[src/spi_pkg.sv]
`default_nettype none
// ----------------------------------------------------------------------------
// Segment pair intersection package
// Widths, queue word layout and small arithmetic helpers shared by the
// front end, the queue and the back end.
// ----------------------------------------------------------------------------
package spi_pkg;

	localparam int COORD_BITS   = 16;
	localparam int FRAC_BITS    = 16;
	localparam int OUT_W        = 32;
	localparam int DIF_W        = COORD_BITS + 1;
	localparam int PRD_W        = 2 * DIF_W;
	localparam int CRD_W        = 2 * COORD_BITS;
	localparam int LIN_W        = CRD_W + 1;
	localparam int DEN_W        = PRD_W + 1;
	localparam int MUL_W        = DIF_W + LIN_W;
	localparam int NUM_W        = MUL_W + 1;
	localparam int MAG_W        = NUM_W + FRAC_BITS;
	localparam int REM_W        = DEN_W + 1;
	localparam int FIFO_DEPTH   = 8;
	localparam int FIFO_AW      = $clog2(FIFO_DEPTH);
	localparam int FRONT_STAGES = 4;
	localparam int LATENCY      = OUT_W + 8;
	localparam int NCHK         = 8;

	typedef logic signed [COORD_BITS-1:0] coord_t;

	typedef struct packed {
		logic                    contained;
		logic                    crosses;
		logic                    divide;
		logic [OUT_W-1:0]        fx;
		logic [OUT_W-1:0]        fy;
		logic signed [NUM_W-1:0] nx;
		logic signed [NUM_W-1:0] ny;
		logic signed [DEN_W-1:0] den;
	} entry_t;

	typedef struct packed {
		logic             contained;
		logic             crosses;
		logic             divide;
		logic             neg_x;
		logic             neg_y;
		logic [OUT_W-1:0] fx;
		logic [OUT_W-1:0] fy;
	} side_t;

	function automatic logic signed [DIF_W-1:0] dif(input coord_t a, input coord_t b);
		return DIF_W'(a) - DIF_W'(b);
	endfunction

	function automatic logic signed [PRD_W-1:0] mul_d(input logic signed [DIF_W-1:0] a,
			input logic signed [DIF_W-1:0] b);
		return PRD_W'(a) * PRD_W'(b);
	endfunction

	function automatic logic signed [CRD_W-1:0] mul_c(input coord_t a, input coord_t b);
		return CRD_W'(a) * CRD_W'(b);
	endfunction

	function automatic logic signed [MUL_W-1:0] mul_l(input logic signed [DIF_W-1:0] a,
			input logic signed [LIN_W-1:0] b);
		return MUL_W'(a) * MUL_W'(b);
	endfunction

	function automatic logic in_box(input coord_t ax, input coord_t ay, input coord_t bx,
			input coord_t by, input coord_t px, input coord_t py);
		logic ok_x;
		logic ok_y;
		ok_x = (ax < bx) ? (px >= ax && px <= bx) : (px >= bx && px <= ax);
		ok_y = (ay < by) ? (py >= ay && py <= by) : (py >= by && py <= ay);
		return ok_x && ok_y;
	endfunction

	function automatic logic [OUT_W-1:0] fix(input coord_t v);
		logic signed [COORD_BITS+FRAC_BITS+OUT_W-1:0] t;
		t = (COORD_BITS + FRAC_BITS + OUT_W)'(v) <<< FRAC_BITS;
		return t[OUT_W-1:0];
	endfunction

endpackage
`default_nettype wire

[src/spi_fifo.sv]
`default_nettype none
// ----------------------------------------------------------------------------
// Segment pair intersection queue
// Short word queue between the front end and the back end, with a
// registered read port.
// ----------------------------------------------------------------------------
module spi_fifo (
	input  wire logic            clk,
	input  wire logic            arst_n,
	input  wire logic            wr_en,
	input  wire spi_pkg::entry_t wr_data,
	output logic                 full_soon,
	output logic                 rd_valid_q,
	output spi_pkg::entry_t      rd_data_q
);

	spi_pkg::entry_t mem [spi_pkg::FIFO_DEPTH];
	logic [spi_pkg::FIFO_AW-1:0] wr_ptr_q, rd_ptr_q;
	logic [spi_pkg::FIFO_AW:0] cnt_q;
	logic pop;

	assign pop = (cnt_q != '0);
	assign full_soon = cnt_q >=
		(spi_pkg::FIFO_AW + 1)'(spi_pkg::FIFO_DEPTH - spi_pkg::FRONT_STAGES);

	always_ff @(posedge clk) begin
		if (wr_en) begin
			mem[wr_ptr_q] <= wr_data;
		end
		if (pop) begin
			rd_data_q <= mem[rd_ptr_q];
		end
	end

	always_ff @(posedge clk or negedge arst_n) begin
		if (!arst_n) begin
			wr_ptr_q <= '0;
			rd_ptr_q <= '0;
			cnt_q <= '0;
			rd_valid_q <= 1'b0;
		end else begin
			rd_valid_q <= pop;
			if (wr_en) begin
				wr_ptr_q <= wr_ptr_q + 1'b1;
			end
			if (pop) begin
				rd_ptr_q <= rd_ptr_q + 1'b1;
			end
			cnt_q <= cnt_q + (spi_pkg::FIFO_AW + 1)'(wr_en) - (spi_pkg::FIFO_AW + 1)'(pop);
		end
	end

endmodule
`default_nettype wire

[config.mk]
export PLATFORM = sky130hd
export DESIGN_NAME = spi_fifo
export DESIGN_NICKNAME = d
export VERILOG_FILES = /design/src/spi_pkg.sv /design/src/spi_fifo.sv
export SDC_FILE = /design/constraint.sdc
export NUM_CORES = 2
export LEC_CHECK = 0
export CAP_MARGIN = 15
export CORE_MARGIN = 10
export CORE_UTILIZATION = 45
export CTS_CLUSTER_SIZE = 40
export DETAILED_ROUTE_END_ITERATION = 16
export DONT_BUFFER_PORTS = 1
export SYNTH_ARGS = -nofsm -noshare
export SYNTH_HDL_FRONTEND = slang
export SYNTH_SLANG_ARGS = --single-unit
[constraint.sdc]
create_clock -name clk -period 15.45 [get_ports clk]
set_input_delay 1.545 -clock clk [delete_from_list [all_inputs] [get_ports clk]]
set_output_delay 1.545 -clock clk [all_outputs]
set_load 0.02 [all_outputs]
=== Yosys cells after proc, flatten, opt, wreduce, memory -nomap -nowiden ===
Memories as Yosys holds them, arrays and structs flattened. A register that Yosys moved wholly into a read port is not among the register bits.
Index checks and enable logic that the tools add are counted.

* Memories: 1
* RAM bits: 1632
* Word-level logic and storage cells: 13
* Register bits after elaboration: 11
* Output and inout port bits: 206
* Input bits: 207

{| class="wikitable"
|+ Memory list
! name !! depth !! bits a word !! read ports !! clocked after Yosys merged registers in !! wr ports !! RTL line !! text
|-
| mem || 8 || 204 || 1 || 1 || 1 || spi_fifo.sv:17 || <nowiki>spi_pkg::entry_t mem [spi_pkg::FIFO_DEPTH];</nowiki>
|}

* Reduce and logical (&&, ||, !) cells: 1
* Multiplexer cells: 2
* Add/subtract/negate cells: 4
* $lt $le $gt $ge: 1

{| class="wikitable"
|+ Operators by type and width
! cell !! number
|-
| $add 3x1->3 const B || 2
|-
| $add 4x1->4 || 1
|-
| $ge 4x3->1 const B || 1
|-
| $reduce_bool 4->1 || 1
|-
| $sub 4x1->4 || 1
|-
| $mux 1 || 2
|}

=== Depth between registers and ports, before layout ===
* Depth in word-level cells: 2
* Mapped depth: 10
* Depth with buffers taken out: 9

=== Worst setup path after synthesis ===
Ideal clock, no wire load.

* Path kind: input port to flip-flop
* Start point: in wr_en
* End point: mem mem[0][0] in the netlist's numbering, enable pin
* Path buffers: 0
* Library setup time: 1.018 ns
* Setup slack: -0.940 ns
* Stages on the path: 2
* Arrival time: 15.372 ns
* Required time: 14.432 ns
* Cell sequence: nand2b_1 > nor3_1

* Cells in the longest elaborated chain, start to end: 2

{| class="wikitable"
|+ Ends and longest elaborated chain
! what !! RTL line !! text
|-
| from (decl) || spi_fifo.sv:10 || <nowiki>input wire logic wr_en,</nowiki>
|-
| $mux 1 || spi_fifo.sv:27 || <nowiki>if (wr_en) begin</nowiki>
|-
| $mux 1 (not written as such) || spi_fifo.sv:28 || <nowiki>mem[wr_ptr_q] <= wr_data;</nowiki>
|-
| to (decl) || spi_fifo.sv:17 ||
|}

No other way between the ends.

==> results.cfg <==
[pwr]
ir_drop_v = 0.000161
power_mw = 14.8
power_leakage_nw = 23.7
powerDensity_nw_per_um2 = 195

[final_layout]
post-route-util = 0.507
area_growth_pct = 12.0
final_cell_mix = 1836 x edfxtp_1, 408 x mux4_2, 206 x mux2_2
fillCellCount = 11390
final_cells = 4899
layout_commonest_cell = edfxtp_1
nNetsFinal = 2948
drive_gt1_frac = 0.316
finalInstanceArea_sq_um = 75900

[grt]
grt_pass1_vias = 29752
overflow = 0
grt_max_degree = 168
grt_antenna_before_repair = 3
grt_usage = 0.166
grt_pass1_wl_mm = 205

[logic_synthesis]
syn_nets = 2832
yosysUniqueCellTypes = 21
synthAdderAreaFrac = 0.00159
netlist_area_sq_um = 67800
synth_area_leaders = edfxtp_1 81%, mux4_2 14%, mux2_2 3.4%
syn_inst = 2617
yosys.area_share.simple = 0.00111
synth_warnings = 0
synth_top_area_share = 0.813
syn_avg_cell_area_sq_um = 25.9
synth-compound-area-share = 0.000185
muxShareOfSynthArea = 0.170
synth-xor-area-share = 0.000775
synth-seq-cells = 1847
yosysTopAreaCell = edfxtp_1
yosysSeqAreaShare = 0.817
synth_top_family_by_area = multiplexers

[detailed_routing]
wl_per_cell_um = 28.6
drt-initial-drc-count = 2337
vias_per_cell = 5.56
dr.pass1.iters = 5
drtAntennaViolNets = 0
drc = 0
postRouteWirelength_mm = 140
vias = 27245

[critical_path]
cp-start-kind = register
endpoint_kind = register
worstPathRequired_ns = 15.97
worstSetupPathType = register to register
crit_top_cell = buf_12
cpMaxStageDelayCell = buf_4
path_cells = buf_12, buf_4, buf_12, mux4_2, mux2_2
crit_fanout = 122
worstPathArrival_ns = 5.05
cp_slowest_stage_delay_ns = 0.86

[sta]
fin_setup_tns_ns = 0
worst_pin_slew_ns = 1.39
fin_worst_skew_ns = 0.0515
fin_crit_ns = 4.53
setup_violations = 0
hold_viol = 0
fin_hold_ws_ns = 0.418
rsz0062_at_grt = no
timing.final.ws_setup_ns = 10.92
drv_slew = 0
relSlewSlack = 0.0701
period_share = 0.293
fmax_mhz = 221

[cts]
cts_tree = yes
insertion_delay_ns = 0.82
cts_max_path_buffers = 3
cts_root_buffer = clkbuf_16
cts.repair.resized = 0
clock_sinks = 1847
htreeDepth = 4
clk_pin_slew_ns = 0.06
cts_setup_buffers = 0
cts_buffers = 183
postCtsHoldBufs = 0

[placed_design]
place_congestion = 0.722
placed_cells = 4564
placed_area_sq_um = 70200
io_buffer_count = 0
hpwl_mm = 75.9
post-place-ws_ns = 10.67

[flow_run]
maxCapViolCount = 0

[floorplan]
die_x_um = 408
core_area_sq_um = 150000
initial_utilization = 0.453
fp.dieH_um = 408
dieArea_sq_um = 167000
num_rows = 142
ioPinCount = 413

[hold_path]
hold_path.class = input pin to asynchronous set/reset pin

[outcome]
status = finished, final reports clean
-- cell type report --
cell class	count	area, sq um	share of cell area
antenna	1	2.50	0.0000330
clock buffer	238	4900	0.0646
clock inverter	96	767	0.0101
inverter	9	33.8	0.000445
multi-input combinational	646	11800	0.156
sequential	1847	55400	0.730
tap	2016	2520	0.0332
timing repair buffer	46	420	0.00554
-- layer usage --
layer / GRT usage / share of wire / routed length [um] / vias to the layer above
met5: 0 / 0 / 0 / -
met4: 0.0482 / 0.024 / 3350 / 0
met3: 0.0544 / 0.080 / 11200 / 204
met2: 0.273 / 0.50 / 69300 / 785
met1: 0.212 / 0.40 / 56000 / 14760
li1: - / - / - / 11496
-- worst paths after layout --
| check | startpoint | slack, ns | to | cells after the start |
|---|---|---|---|---|
| worst max-delay path | rd_ptr_q[0] | 10.92 | rd_data_q[101] | 5 |
| worst min-delay path | arst_n | 0.42 | cnt_q[1] | 0 |
| worst max register to register | rd_ptr_q[0] | 10.92 | rd_data_q[101] | 5 |
| worst min register to register | wr_ptr_q[1] | 0.59 | wr_ptr_q[1] | 1 |
| max in group asynchronous | arst_n | 14.89 | rd_ptr_q[2] | 0 |
| min in group clk | wr_ptr_q[1] | 0.59 | wr_ptr_q[1] | 1 |
-- Yosys cell counts --
cell	instances
a21o_1	1
a21oi_1	1
buf_1	3
buf_2	42
buf_4	2
buf_6	12
clkbuf_1	56
dfrtp_1	11
edfxtp_1	1836
fa_1	1
ha_1	7
inv_1	9
mux2_2	206
mux4_2	408
nand2_1	4
nand2b_1	3
nor2_1	6
nor3_1	2
or3b_2	1
xnor2_1	3
xor2_1	3
-- state kept, by name, summed over array words and instances, names as in the netlist --
name	cells
mem	1632
rd_data_q	204
cnt_q	4
rd_ptr_q	3
wr_ptr_q	3
rd_valid_q	1
-- report_power, final --
group / leakage [nW] / switching (mW) / internal, mW / total [mW]
clock network: 2.76 / 1.81 / 2.36 / 4.16
logic: 3.84 / 1.63 / 1.57 / 3.20
registers: 17.1 / 0.776 / 6.70 / 7.47
-- worst max-delay path, delay by kind of cell (launching register included) --
family	cells	cell delay [ns]
buffers and inverters	3	2.16
flip-flops	1	0.72
multiplexers	2	0.86
-- logic make-up after synthesis --
kind of cell,after synthesis
buf+inv,124
simple gates,16
xor+xnor,6
compound gates,2
flops,1847
mux,614
fa+ha+maj,8
Power figures use the tool's default switching activity.
